$ cat config.mk
export PLATFORM = sky130hd
export DESIGN_NAME = unordered_set_table_top_flat
export DESIGN_NICKNAME = d
export VERILOG_FILES = /design/src/hw/rtl/ust_pkg.sv /design/src/hw/rtl/ust_req_if.sv /design/src/hw/rtl/ust_rsp_if.sv /design/src/hw/rtl/ust_ram.sv /design/src/hw/rtl/ust_datapath.sv /design/src/hw/rtl/ust_ctrl.sv /design/src/hw/rtl/unordered_set_table_top.sv /design/src/flat_wrapper.sv
export SDC_FILE = /design/constraint.sdc
export NUM_CORES = 2
export LEC_CHECK = 0
export ABC_CLOCK_PERIOD_IN_PS = 11200
export BUFFER_PORTS_ARGS = -buffer_cell sky130_fd_sc_hd__buf_2
export CAP_MARGIN = 20
export CORE_AREA = 2 2 542 544
export CTS_CLUSTER_SIZE = 24
export DETAILED_ROUTE_END_ITERATION = 12
export DIE_AREA = 0 0 544 546
export PLACE_DENSITY_LB_ADDON = 0.15
export SYNTH_ARGS = -nofsm -noshare
export SYNTH_HDL_FRONTEND = slang
export SYNTH_SLANG_ARGS = --single-unit
$ cat constraint.sdc
create_clock -name clk -period 11.2 [get_ports clk]
set_clock_uncertainty 0.15 [all_clocks]
set_input_delay 2.24 -clock clk [delete_from_list [all_inputs] [get_ports clk]]
set_output_delay 2.24 -clock clk [all_outputs]
set_load 0.005 [all_outputs]
$ cat src/hw/rtl/ust_pkg.sv
package ust_pkg;

  localparam int CAPACITY       = 64;
  localparam int ELEMENT_BITS   = 32;
  localparam int INPUT_BITS     = 32;
  localparam int COUNT_OUT_BITS = 7;
  localparam int IDX_BITS       = $clog2(CAPACITY);
  localparam int COUNT_BITS     = $clog2(CAPACITY + 1);

  localparam logic [COUNT_BITS-1:0] CAP_COUNT = COUNT_BITS'(CAPACITY);

  typedef logic [ELEMENT_BITS-1:0] elem_t;
  typedef logic [COUNT_BITS-1:0]   count_t;
  typedef logic [IDX_BITS-1:0]     idx_t;

  typedef enum logic [1:0] {
    OP_QUERY  = 2'd0,
    OP_INSERT = 2'd1,
    OP_DELETE = 2'd2,
    OP_CLEAR  = 2'd3
  } op_t;

  typedef enum logic [1:0] {
    STAT_DONE      = 2'd0,
    STAT_NO_CHANGE = 2'd1,
    STAT_REJECTED  = 2'd2
  } stat_t;

  typedef enum logic [1:0] {
    ST_IDLE,
    ST_SCAN,
    ST_SHIFT,
    ST_FINISH
  } state_t;

  typedef struct packed {
    logic  load;
    logic  clear;
    logic  scan_step;
    logic  append;
    logic  shift_start;
    logic  shift_step;
    logic  drop;
    logic  res_load;
    logic  res_was;
    stat_t res_status;
    logic  emit;
  } ust_cmd_t;

  typedef struct packed {
    op_t  in_op;
    op_t  op;
    logic scan_done;
    logic hit;
    logic full;
    logic shift_done;
    logic out_free;
  } ust_stat_t;

  // sign-extend the raw field, then keep the element width
  function automatic elem_t normalize(logic [INPUT_BITS-1:0] raw);
    logic [63:0] ext;
    ext = {{(64-INPUT_BITS){raw[INPUT_BITS-1]}}, raw};
    return ext[ELEMENT_BITS-1:0];
  endfunction

endpackage

$ cat src/hw/rtl/ust_req_if.sv
interface ust_req_if;
  logic               valid;
  logic               ready;
  logic [1:0]         opcode;
  logic signed [31:0] element;

  modport source (output valid, output opcode, output element, input ready);
  modport sink (input valid, input opcode, input element, output ready);
endinterface

$ cat src/hw/rtl/ust_rsp_if.sv
interface ust_rsp_if;
  logic       valid;
  logic       ready;
  logic       was_member;
  logic [6:0] count_after;
  logic       is_empty;
  logic       is_full;
  logic [1:0] status;

  modport source (output valid, output was_member, output count_after, output is_empty,
                  output is_full, output status, input ready);
  modport sink (input valid, input was_member, input count_after, input is_empty,
                input is_full, input status, output ready);
endinterface

$ cat src/hw/rtl/ust_ram.sv
module ust_ram #(
  parameter int WIDTH = 32,
  parameter int DEPTH = 64,
  localparam int ADDR_BITS = $clog2(DEPTH)
) (
  input  logic                 clk,
  input  logic                 wr_en,
  input  logic [ADDR_BITS-1:0] wr_addr,
  input  logic [WIDTH-1:0]     wr_data,
  input  logic                 rd_en,
  input  logic [ADDR_BITS-1:0] rd_addr,
  output logic [WIDTH-1:0]     rd_data
);

  logic [WIDTH-1:0] mem [DEPTH];

  always_ff @(posedge clk) begin
    if (wr_en) begin
      mem[wr_addr] <= wr_data;
    end
    if (rd_en) begin
      rd_data <= mem[rd_addr];
    end
  end

endmodule

$ cat src/hw/rtl/ust_datapath.sv
module ust_datapath import ust_pkg::*; (
  input  logic            clk,
  input  logic            rst,
  input  logic [1:0]      opcode,
  input  logic [31:0]     element,
  input  ust_cmd_t        cmd,
  output ust_stat_t       st,
  ust_rsp_if.source       rsp
);

  op_t    op_q;
  elem_t  val_q;
  count_t count;
  count_t scan_idx;
  logic   chk_valid;
  idx_t   chk_idx;
  count_t sh_idx;
  logic   sh_pend;
  idx_t   sh_wr;
  logic   res_was;
  stat_t  res_status;
  logic   out_valid;

  logic   hit;
  logic   issue_scan;
  logic   issue_shift;
  logic   wr_en;
  idx_t   wr_addr;
  elem_t  wr_data;
  logic   rd_en;
  idx_t   rd_addr;
  elem_t  rd_data;
  count_t sh_prev;

  ust_ram #(.WIDTH(ELEMENT_BITS), .DEPTH(CAPACITY)) u_slots (
    .clk     (clk),
    .wr_en   (wr_en),
    .wr_addr (wr_addr),
    .wr_data (wr_data),
    .rd_en   (rd_en),
    .rd_addr (rd_addr),
    .rd_data (rd_data)
  );

  assign hit         = chk_valid && (rd_data == val_q);
  assign issue_scan  = cmd.scan_step && (scan_idx < count) && !hit;
  assign issue_shift = cmd.shift_step && (sh_idx < count);
  assign sh_prev     = sh_idx - COUNT_BITS'(1);

  // shift moves the entry read last cycle down one place
  always_comb begin
    wr_en   = cmd.append || (cmd.shift_step && sh_pend);
    wr_addr = cmd.append ? count[IDX_BITS-1:0] : sh_wr;
    wr_data = cmd.append ? val_q : rd_data;
    rd_en   = issue_scan || issue_shift;
    rd_addr = cmd.shift_step ? sh_idx[IDX_BITS-1:0] : scan_idx[IDX_BITS-1:0];
  end

  always_comb begin
    st.in_op      = op_t'(opcode);
    st.op         = op_q;
    st.scan_done  = hit || (scan_idx >= count);
    st.hit        = hit;
    st.full       = count >= CAP_COUNT;
    st.shift_done = (sh_idx >= count) && !sh_pend;
    st.out_free   = !out_valid || rsp.ready;
  end

  always_ff @(posedge clk) begin
    if (rst) begin
      count     <= '0;
      scan_idx  <= '0;
      chk_valid <= 1'b0;
      sh_idx    <= '0;
      sh_pend   <= 1'b0;
      out_valid <= 1'b0;
    end else begin
      if (cmd.load) begin
        scan_idx  <= '0;
        chk_valid <= 1'b0;
      end
      if (cmd.clear) begin
        count <= '0;
      end
      if (cmd.append) begin
        count <= count + COUNT_BITS'(1);
      end
      if (cmd.drop) begin
        count <= count - COUNT_BITS'(1);
      end
      if (cmd.scan_step) begin
        chk_valid <= issue_scan;
        if (issue_scan) begin
          scan_idx <= scan_idx + COUNT_BITS'(1);
        end
      end
      if (cmd.shift_start) begin
        sh_idx  <= COUNT_BITS'(chk_idx) + COUNT_BITS'(1);
        sh_pend <= 1'b0;
      end
      if (cmd.shift_step) begin
        sh_pend <= issue_shift;
        if (issue_shift) begin
          sh_idx <= sh_idx + COUNT_BITS'(1);
        end
      end
      if (cmd.emit) begin
        out_valid <= 1'b1;
      end else if (rsp.ready) begin
        out_valid <= 1'b0;
      end
    end
  end

  always_ff @(posedge clk) begin
    if (cmd.load) begin
      op_q  <= op_t'(opcode);
      val_q <= normalize(element);
    end
    if (cmd.scan_step) begin
      chk_idx <= scan_idx[IDX_BITS-1:0];
    end
    if (issue_shift) begin
      sh_wr <= sh_prev[IDX_BITS-1:0];
    end
    if (cmd.res_load) begin
      res_was    <= cmd.res_was;
      res_status <= cmd.res_status;
    end
    if (cmd.emit) begin
      rsp.was_member  <= res_was;
      rsp.count_after <= COUNT_OUT_BITS'(count);
      rsp.is_empty    <= count == '0;
      rsp.is_full     <= count == CAP_COUNT;
      rsp.status      <= 2'(res_status);
    end
  end

  assign rsp.valid = out_valid;

endmodule

$ cat src/hw/rtl/ust_ctrl.sv
module ust_ctrl import ust_pkg::*; (
  input  logic      clk,
  input  logic      rst,
  input  logic      in_valid,
  output logic      in_ready,
  input  ust_stat_t st,
  output ust_cmd_t  cmd
);

  state_t state;
  state_t state_next;

  always_ff @(posedge clk) begin
    if (rst) begin
      state <= ST_IDLE;
    end else begin
      state <= state_next;
    end
  end

  always_comb begin
    state_next     = state;
    in_ready       = 1'b0;
    cmd            = '0;
    cmd.res_status = STAT_DONE;
    case (state)
      ST_IDLE: begin
        in_ready = 1'b1;
        if (in_valid) begin
          cmd.load = 1'b1;
          if (st.in_op == OP_CLEAR) begin
            cmd.clear    = 1'b1;
            cmd.res_load = 1'b1;
            state_next   = ST_FINISH;
          end else begin
            state_next = ST_SCAN;
          end
        end
      end
      ST_SCAN: begin
        cmd.scan_step = 1'b1;
        if (st.scan_done) begin
          cmd.res_load = 1'b1;
          cmd.res_was  = st.hit;
          state_next   = ST_FINISH;
          case (st.op)
            OP_INSERT: begin
              if (st.hit) begin
                cmd.res_status = STAT_NO_CHANGE;
              end else if (st.full) begin
                cmd.res_status = STAT_REJECTED;
              end else begin
                cmd.append = 1'b1;
              end
            end
            OP_DELETE: begin
              if (!st.hit) begin
                cmd.res_status = STAT_NO_CHANGE;
              end else begin
                cmd.shift_start = 1'b1;
                state_next      = ST_SHIFT;
              end
            end
            default: begin
            end
          endcase
        end
      end
      ST_SHIFT: begin
        cmd.shift_step = 1'b1;
        if (st.shift_done) begin
          cmd.drop   = 1'b1;
          state_next = ST_FINISH;
        end
      end
      ST_FINISH: begin
        // hold until the output register is free
        if (st.out_free) begin
          cmd.emit   = 1'b1;
          state_next = ST_IDLE;
        end
      end
      default: begin
        state_next = ST_IDLE;
      end
    endcase
  end

endmodule

$ cat src/hw/rtl/unordered_set_table_top.sv
// Set of up to CAPACITY distinct values kept as a packed list in one RAM with a
// registered read port. Each request (query, insert, delete, clear) returns one
// result. The list is scanned one entry per cycle through the single read port;
// a delete stops its scan at the hit and then shifts the entries above it down
// one per cycle. One request is in work at a time; a finished result waits in
// the output register while the next request is accepted.
module unordered_set_table_top import ust_pkg::*; (
  input logic       clk,
  input logic       rst,
  ust_req_if.sink   req,
  ust_rsp_if.source rsp
);

  ust_cmd_t  cmd;
  ust_stat_t st;
  logic      ready;

  ust_ctrl u_ctrl (
    .clk      (clk),
    .rst      (rst),
    .in_valid (req.valid),
    .in_ready (ready),
    .st       (st),
    .cmd      (cmd)
  );

  ust_datapath u_datapath (
    .clk     (clk),
    .rst     (rst),
    .opcode  (req.opcode),
    .element (req.element),
    .cmd     (cmd),
    .st      (st),
    .rsp     (rsp)
  );

  assign req.ready = ready;

endmodule

$ cat src/flat_wrapper.sv
// flat-port wrapper written by rule: the top's interface ports become plain ports
module unordered_set_table_top_flat import ust_pkg::*;
  (clk, rst, req_valid, req_opcode, req_element, req_ready, rsp_valid, rsp_was_member, rsp_count_after, rsp_is_empty, rsp_is_full, rsp_status, rsp_ready);
  ust_req_if req_i ();
  ust_rsp_if rsp_i ();
  input logic clk;
  input logic rst;
  input wire logic [$bits(req_i.valid)-1:0] req_valid;
  input wire logic [$bits(req_i.opcode)-1:0] req_opcode;
  input wire logic [$bits(req_i.element)-1:0] req_element;
  output wire logic [$bits(req_i.ready)-1:0] req_ready;
  output wire logic [$bits(rsp_i.valid)-1:0] rsp_valid;
  output wire logic [$bits(rsp_i.was_member)-1:0] rsp_was_member;
  output wire logic [$bits(rsp_i.count_after)-1:0] rsp_count_after;
  output wire logic [$bits(rsp_i.is_empty)-1:0] rsp_is_empty;
  output wire logic [$bits(rsp_i.is_full)-1:0] rsp_is_full;
  output wire logic [$bits(rsp_i.status)-1:0] rsp_status;
  input wire logic [$bits(rsp_i.ready)-1:0] rsp_ready;
  assign req_i.valid = req_valid;
  assign req_i.opcode = req_opcode;
  assign req_i.element = req_element;
  assign req_ready = req_i.ready;
  assign rsp_valid = rsp_i.valid;
  assign rsp_was_member = rsp_i.was_member;
  assign rsp_count_after = rsp_i.count_after;
  assign rsp_is_empty = rsp_i.is_empty;
  assign rsp_is_full = rsp_i.is_full;
  assign rsp_status = rsp_i.status;
  assign rsp_i.ready = rsp_ready;
  unordered_set_table_top u_core (.clk(clk), .rst(rst), .req(req_i), .rsp(rsp_i));
endmodule
# --- After elaboration in Yosys (flattened, before gate mapping) ---
# Memories as Yosys holds them, arrays and structs flattened. A register that Yosys moved wholly into a read port is not among the register bits.
# Index checks and enable logic that the tools add are counted.
word_totals:
  register_bits: 87
  latch_bits: 0
  ramBits: 2048
  rom_bits: 0
  inputBits: 38
  output_inout_bits: 14
  word_cells: 113
  mem_count: 1
op_classes:
  add_sub_neg: 6
  n_mul: 0
  div_mod_pow: 0
  order_cmp: 5
  eq_ne: 12
  shift: 0
  mux: 50
  bitwise: 0
  n_reduce_logical: 21
memory_table:
  columns: ["name", "depth", "width", "rd", "rd_clocked_by_memory_dff", "write_ports", "line_no", "text"]
  rows:
  - ["u_core.u_datapath.u_slots.mem", 64, 32, 1, 1, 1, "ust_ram.sv:15", "logic [WIDTH-1:0] mem [DEPTH];"]
ops:
  columns: ["operator", "count"]
  rows:
  - ["2-to-1 mux 7 bit", 9]
  - ["== test 32 bit", 1]
  - ["2-to-1 mux 32 bit", 1]
  - ["2-to-1 mux 2 bit", 12]
  - ["adder 7 x 1 -> 7 bit, second input constant", 3]
  - ["2-to-1 mux 1 bit", 21]
  - ["greater-or-equal comparator 7 bit", 2]
  - ["< comparator 7 bit", 2]
  - ["2-to-1 mux 6 bit", 2]
  - ["== test 2 bit, second input constant", 4]
  - ["one-hot mux 2 bit (4 select lines)", 1]
  - ["adder 6 x 1 -> 7 bit, second input constant", 1]
  - ["== test 7 bit, second input constant", 1]
  - ["greater-or-equal comparator 7 bit, second input constant", 1]
  - ["logical NOT 7 bit", 1]
  - ["subtractor 7 x 1 -> 7 bit, second input constant", 1]
  - ["logical AND 1 bit", 6]
  - ["inequality test 2 x 1 -> 1 bit, second input constant", 3]
  - ["nonzero test 2 bit", 3]
  - ["subtractor 6 x 1 -> 6 bit, second input constant", 1]
  - ["== test 2 x 1 -> 1 bit, second input constant", 2]
  - ["logical OR 1 bit", 4]
  - ["2-to-1 mux 4 bit", 1]
  - ["one-hot mux 2 bit (2 select lines)", 1]
  - ["8 further kinds", 10]

# --- Logic depth before layout (Yosys ltp) ---
depth:
  ltp_word: 10
  ltp_mapped: 12
  depth_no_buf: 10

# --- Modules after synthesis ---
# A second synthesis with hierarchy kept.
unflattened:
  cells_unflattened: 3774
  hier_area_um2: 83810.4
modules_own_cells:
  columns: ["module", "instances", "cells_each", "area_per_inst_um2", "seq_area_each_um2"]
  rows:
  - ["ust_ram", 1, 3324, 78835.6, 62459.9]
  - ["ust_datapath", 1, 408, 4639.4, 2312.2]
  - ["ust_ctrl", 1, 42, 335.3, 40.0]

# --- Least setup slack after synthesis ---
# Ideal clock, no wire load.
synth_path:
  path_type: "register to register"
  from: "register u_core.u_datapath.count[5]"
  to: "memory u_core.u_datapath.u_slots.mem[48][0] (enable)"
  setup_ns: 0.421
  t_arrival_ns: 4.005
  required_time_ns: 10.629
  setup_slack_ns: 6.623
  stages_incl_launch_ff: 12
  path_buffers: 2
  period_less_slack_ns: 4.577
  path_cell_list: "dfxtp_1 > clkbuf_1 > inv_1 > ha_1 > nand2_1 > o21ai_0 > a21oi_1 > or3b_2 > nor2_1 > clkbuf_1 > a41oi_2 > nor2_1"
synth_between:
  elab_chain_cells: 9
  word_cells_on_any_way: 12
  classes_between: "order compare: 2; mux: 8; reduce/logical: 2"
synth_lines:
  columns: ["item", "line_no", "text"]
  rows:
  - ["start: declaration", "ust_datapath.sv:13", "count_t count;"]
  - ["start signal: assignment", "ust_datapath.sv:86", "count <= count + COUNT_BITS'(1);"]
  - ["start signal: assignment", "ust_datapath.sv:89", "count <= count - COUNT_BITS'(1);"]
  - ["greater-or-equal comparator 7 bit", "ust_datapath.sv:64", "st.full = count >= CAP_COUNT;"]
  - ["2-to-1 mux 1 bit", "ust_ctrl.sv:50", "end else if (st.full) begin"]
  - ["2-to-1 mux 1 bit", "ust_ctrl.sv:48", "if (st.hit) begin"]
  - ["2-to-1 mux 1 bit", "ust_ctrl.sv:46", "case (st.op)"]
  - ["2-to-1 mux 2 bit", "ust_ctrl.sv:42", "if (st.scan_done) begin"]
  - ["2-to-1 mux 3 bit", "ust_ctrl.sv:26", "case (state)"]
  - ["logical OR 1 bit", "ust_datapath.sv:52", "wr_en = cmd.append || (cmd.shift_step && sh_pend);"]
  - ["2-to-1 mux 1 bit", "ust_ram.sv:18", "if (wr_en) begin"]
  - ["2-to-1 mux 1 bit (not written as such)", "ust_ram.sv:19", "mem[wr_addr] <= wr_data;"]
  - ["end: declaration", "ust_ram.sv:15", null]
# Parallel ways exist; a longest one is shown, timed or not.

# --- Worst setup path in the final report ---
layout_path:
  from: "register u_core.u_datapath.u_slots.rd_data[24] (read register of u_core.u_datapath.u_slots.mem)"
  to: "memory u_core.u_datapath.u_slots.mem[62][25] (enable)"
layout_between:
  elab_chain_cells: 9
  word_cells_on_any_way: 11
  classes_between: "eq/ne: 1; mux: 7; reduce/logical: 3"
layout_lines:
  columns: ["item", "line_no", "text"]
  rows:
  - ["start: declaration", "ust_ram.sv:12", "output logic [WIDTH-1:0] rd_data"]
  - ["== test 32 bit *", "ust_datapath.sv:45", "assign hit = chk_valid && (rd_data == val_q);"]
  - ["logical AND 1 bit *", "ust_datapath.sv:45", null]
  - ["2-to-1 mux 1 bit", "ust_ctrl.sv:48", null]
  - ["2-to-1 mux 1 bit", "ust_ctrl.sv:46", null]
  - ["2-to-1 mux 2 bit *", "ust_ctrl.sv:42", null]
  - ["2-to-1 mux 3 bit *", "ust_ctrl.sv:26", null]
  - ["logical OR 1 bit", "ust_datapath.sv:52", null]
  - ["2-to-1 mux 1 bit", "ust_ram.sv:18", null]
  - ["2-to-1 mux 1 bit (not written as such)", "ust_ram.sv:19", null]
# Every way passes the cells marked *; elsewhere a longest branch is shown, timed or not.

==> impl_metrics.json <==
{
  "finalNetCount": 4164,
  "final_common_cell": "edfxtp_1",
  "start_kind": "flip-flop",
  "cp.required_ps": 11510,
  "wire_per_inst_um": 29.8,
  "async_flop_share_pct": 0,
  "cts-htree-levels": 4,
  "drt_first_pass_iters": 5,
  "syn2layout_area_growth_pct": 16.2,
  "synth_ff_type": "edfxtp_1",
  "syn_area_per_cell_um2": 21.8,
  "worst_path_largest_cell_delay_ps": 730,
  "clk_path_buf_depth": 4,
  "drtAntennaViolNets": 0,
  "clk_root_buffer_cell": "clkbuf_16",
  "grt_pass1_vias": 41400,
  "yosysUniqueCellTypes": 67,
  "crit_fanout": 49,
  "cp_num_buf_inv": 2,
  "drive_above_1_share_pct": 27.1,
  "hold_violations": 0,
  "core_area_um2": 292000,
  "vias_per_cell": 4.86,
  "placed_area_um2": 90300,
  "max-slew-margin-rel_pct": 24.6,
  "clock_latency_ps": 890,
  "place_congestion": 0.782,
  "post_cts_buffers": 0,
  "cp_common_cell": "buf_4",
  "setup_violations": 0,
  "fin_area_um2": 97600,
  "start_util_pct": 28.8,
  "hold_buffers": 0,
  "grt_max_degree": 101,
  "synth_area_um2": 84000,
  "ys_ff_latch": 2167,
  "max_freq_ghz": 0.179,
  "grt_pass1_wl_um": 340000,
  "end_kind": "flip-flop",
  "p_leak_nw": 29.5,
  "worstPathCellList": "xnor2_1, nand4_1, or4b_1, or3_1, nand3_4, buf_4, mux2_1, nor2_4, buf_4",
  "grt_antenna_before_repair": 16,
  "grt_use_total_pct": 16.3,
  "die_y_um": 546,
  "ys_warn_count": 0,
  "num_rows": 199,
  "worst_pin_slew_ps": 1110,
  "ir_worst_vdd_mv": 0.144,
  "total_power_mw": 23.9,
  "cts_made_buffers": 234,
  "placedCellCount": 7782,
  "clk_pin_slew_worst_paths_ps": 60,
  "ys_seq_area_share_pct": 77.1,
  "cts_tree": "built",
  "critical_path.top_delay_family": "simple AND/OR/NAND/NOR gates",
  "path_class": "reg2reg",
  "syn_inst": 3859,
  "io_pins": 52,
  "route.detailed.drc": 0,
  "cp.arrival_ps": 5900,
  "cts-resized-gates": 0,
  "finalSetupTns_ps": 0,
  "die_w_um": 544,
  "status": "completed",
  "totalWireLength_um": 245000,
  "min_path_type": "reg2reg",
  "final_cell_mix": "edfxtp_1, mux4_2, mux2i_1",
  "drtIter0Drc": 3384,
  "final_cell_count_no_fill": 8209,
  "fin_crit_sh_pct": 49.9,
  "final_max_slew_viol_count": 0,
  "clkSinkCount": 2167,
  "synth_edf_count": 2141,
  "p_per_area_nw_per_um2": 245,
  "slowest_stage": "or3_1",
  "cap_violations": 0,
  "rsz0062_at_grt": "false",
  "dp_hpwl_um": 136000,
  "grt-ovfl-total": 0,
  "io_buffers": 51,
  "min_period_ps": 5590,
  "vias": 39900,
  "die_area_um2": 297000,
  "mappedNetlistNets": 3923
}
==> logic make-up after synthesis <==
| kind of cell | after synthesis | share of synthesized area, % |
|---|---|---|
| and+or+nand+nor | 401 | 2.27 |
| buffers and inverters | 223 | 1.05 |
| adders and majority gates | 26 | 0.387 |
| DFF | 2167 | 77.1 |
| AOI/OAI and AO/OA | 208 | 1.64 |
| muxes | 791 | 17.1 |
| xor gates and xnor gates | 43 | 0.475 |
==> routing by layer <==
layer,up-vias,global-route usage (%),part of all wire [%]
met5,-,0,0
met1,21900,22.0,43
li1,16700,-,-
met4,0,4.77,2.7
met2,947,27.6,50
met3,334,1.87,4.1
==> final cells by class <==
type / count / area, µm²
fillers: 27400 / 194000
flip-flops and latches: 2167 / 64800
multi-input cells: 1469 / 19000
clock buffers: 293 / 6150
well taps: 3919 / 4900
repair buffers: 204 / 1500
clock inverters: 127 / 1150
inverters: 24 / 90.1
diodes: 6 / 15.0
==> per-stage QoR <==
step | util [%] | setup slack, ps | hold WS, ps
4_1_cts | 33.4 | 5640 | 273
2_1_floorplan | - | 6620 | 250
6_report | 33.4 | 5610 | 270
5_1_grt | 33.4 | 5450 | 287
3_5_place_dp | 30.9 | 5680 | 258
3_3_place_gp | 30.9 | 5520 | 254
==> registers in the layout, indices dropped and copies added, names as in the netlist, 6 cells and up <==
name                               count
u_core.u_datapath.scan_idx             7
u_core.u_datapath.rsp.count_after      7
u_core.u_datapath.u_slots.mem       2048
u_core.u_datapath.sh_idx               7
u_core.u_datapath.chk_idx              6
u_core.u_datapath.count                7
u_core.u_datapath.sh_wr                6
u_core.u_datapath.u_slots.rd_data     32
u_core.u_datapath.val_q               32
==> path summary, 6_finish.rpt <==
kind                                               from                                    end  slack, ps  cells after the start
setup reg to reg  u_core.u_datapath.u_slots.rd_data[24]  u_core.u_datapath.u_slots.mem[62][25]       5610                      9
hold reg to reg         u_core.u_datapath.res_status[0]        u_core.u_datapath.rsp.status[0]        270                      0
hold / removal          u_core.u_datapath.res_status[0]        u_core.u_datapath.rsp.status[0]        270                      0
setup / recovery  u_core.u_datapath.u_slots.rd_data[24]  u_core.u_datapath.u_slots.mem[62][25]       5610                      9
==> report_power, final <==
group | switching [mW] | total (mW) | internal (mW)
sequential | 0.153 | 10.9 | 10.7
clock | 3.17 | 7.53 | 4.36
combinational | 3.79 | 5.57 | 1.78
total | 7.11 | 23.9 | 16.8
==> worst reg2reg max path, delay by kind of cell (launching register included) <==
| family | cells | cell delay (ps) |
|---|---|---|
| xor gates and xnor gates | 1 | 590 |
| DFF | 1 | 420 |
| muxes | 1 | 700 |
| and+or+nand+nor | 5 | 1970 |
| buffers and inverters | 2 | 1230 |
==> cell usage after synthesis (5+ instances only) <==
cell | n | area share [%]
mux4_2 | 512 | 14
inv_1 | 23 | 0.10
clkbuf_1 | 91 | 0.41
nor2_1 | 118 | 0.53
ha_1 | 26 | 0.39
nor3_1 | 17 | 0.10
mux2_2 | 6 | 0.080
buf_1 | 83 | 0.37
nand2b_1 | 7 | 0.052
or4_1 | 32 | 0.29
a211o_1 | 5 | 0.052
nand3_1 | 19 | 0.11
a311oi_1 | 6 | 0.063
o21ai_0 | 7 | 0.042
nand3b_1 | 6 | 0.054
a21oi_1 | 20 | 0.12
nor4_1 | 15 | 0.11
nand4_1 | 10 | 0.074
dfxtp_1 | 26 | 0.62
xnor2_1 | 14 | 0.15
xor2_1 | 26 | 0.27
nor2b_1 | 7 | 0.052
edfxtp_1 | 2141 | 77
o22ai_1 | 128 | 0.95
nand2_1 | 142 | 0.63
mux2i_1 | 272 | 3.2
buf_2 | 21 | 0.13
or3b_2 | 5 | 0.052
a31oi_1 | 8 | 0.060
Note: power is estimated with default switching activity, not from simulation.
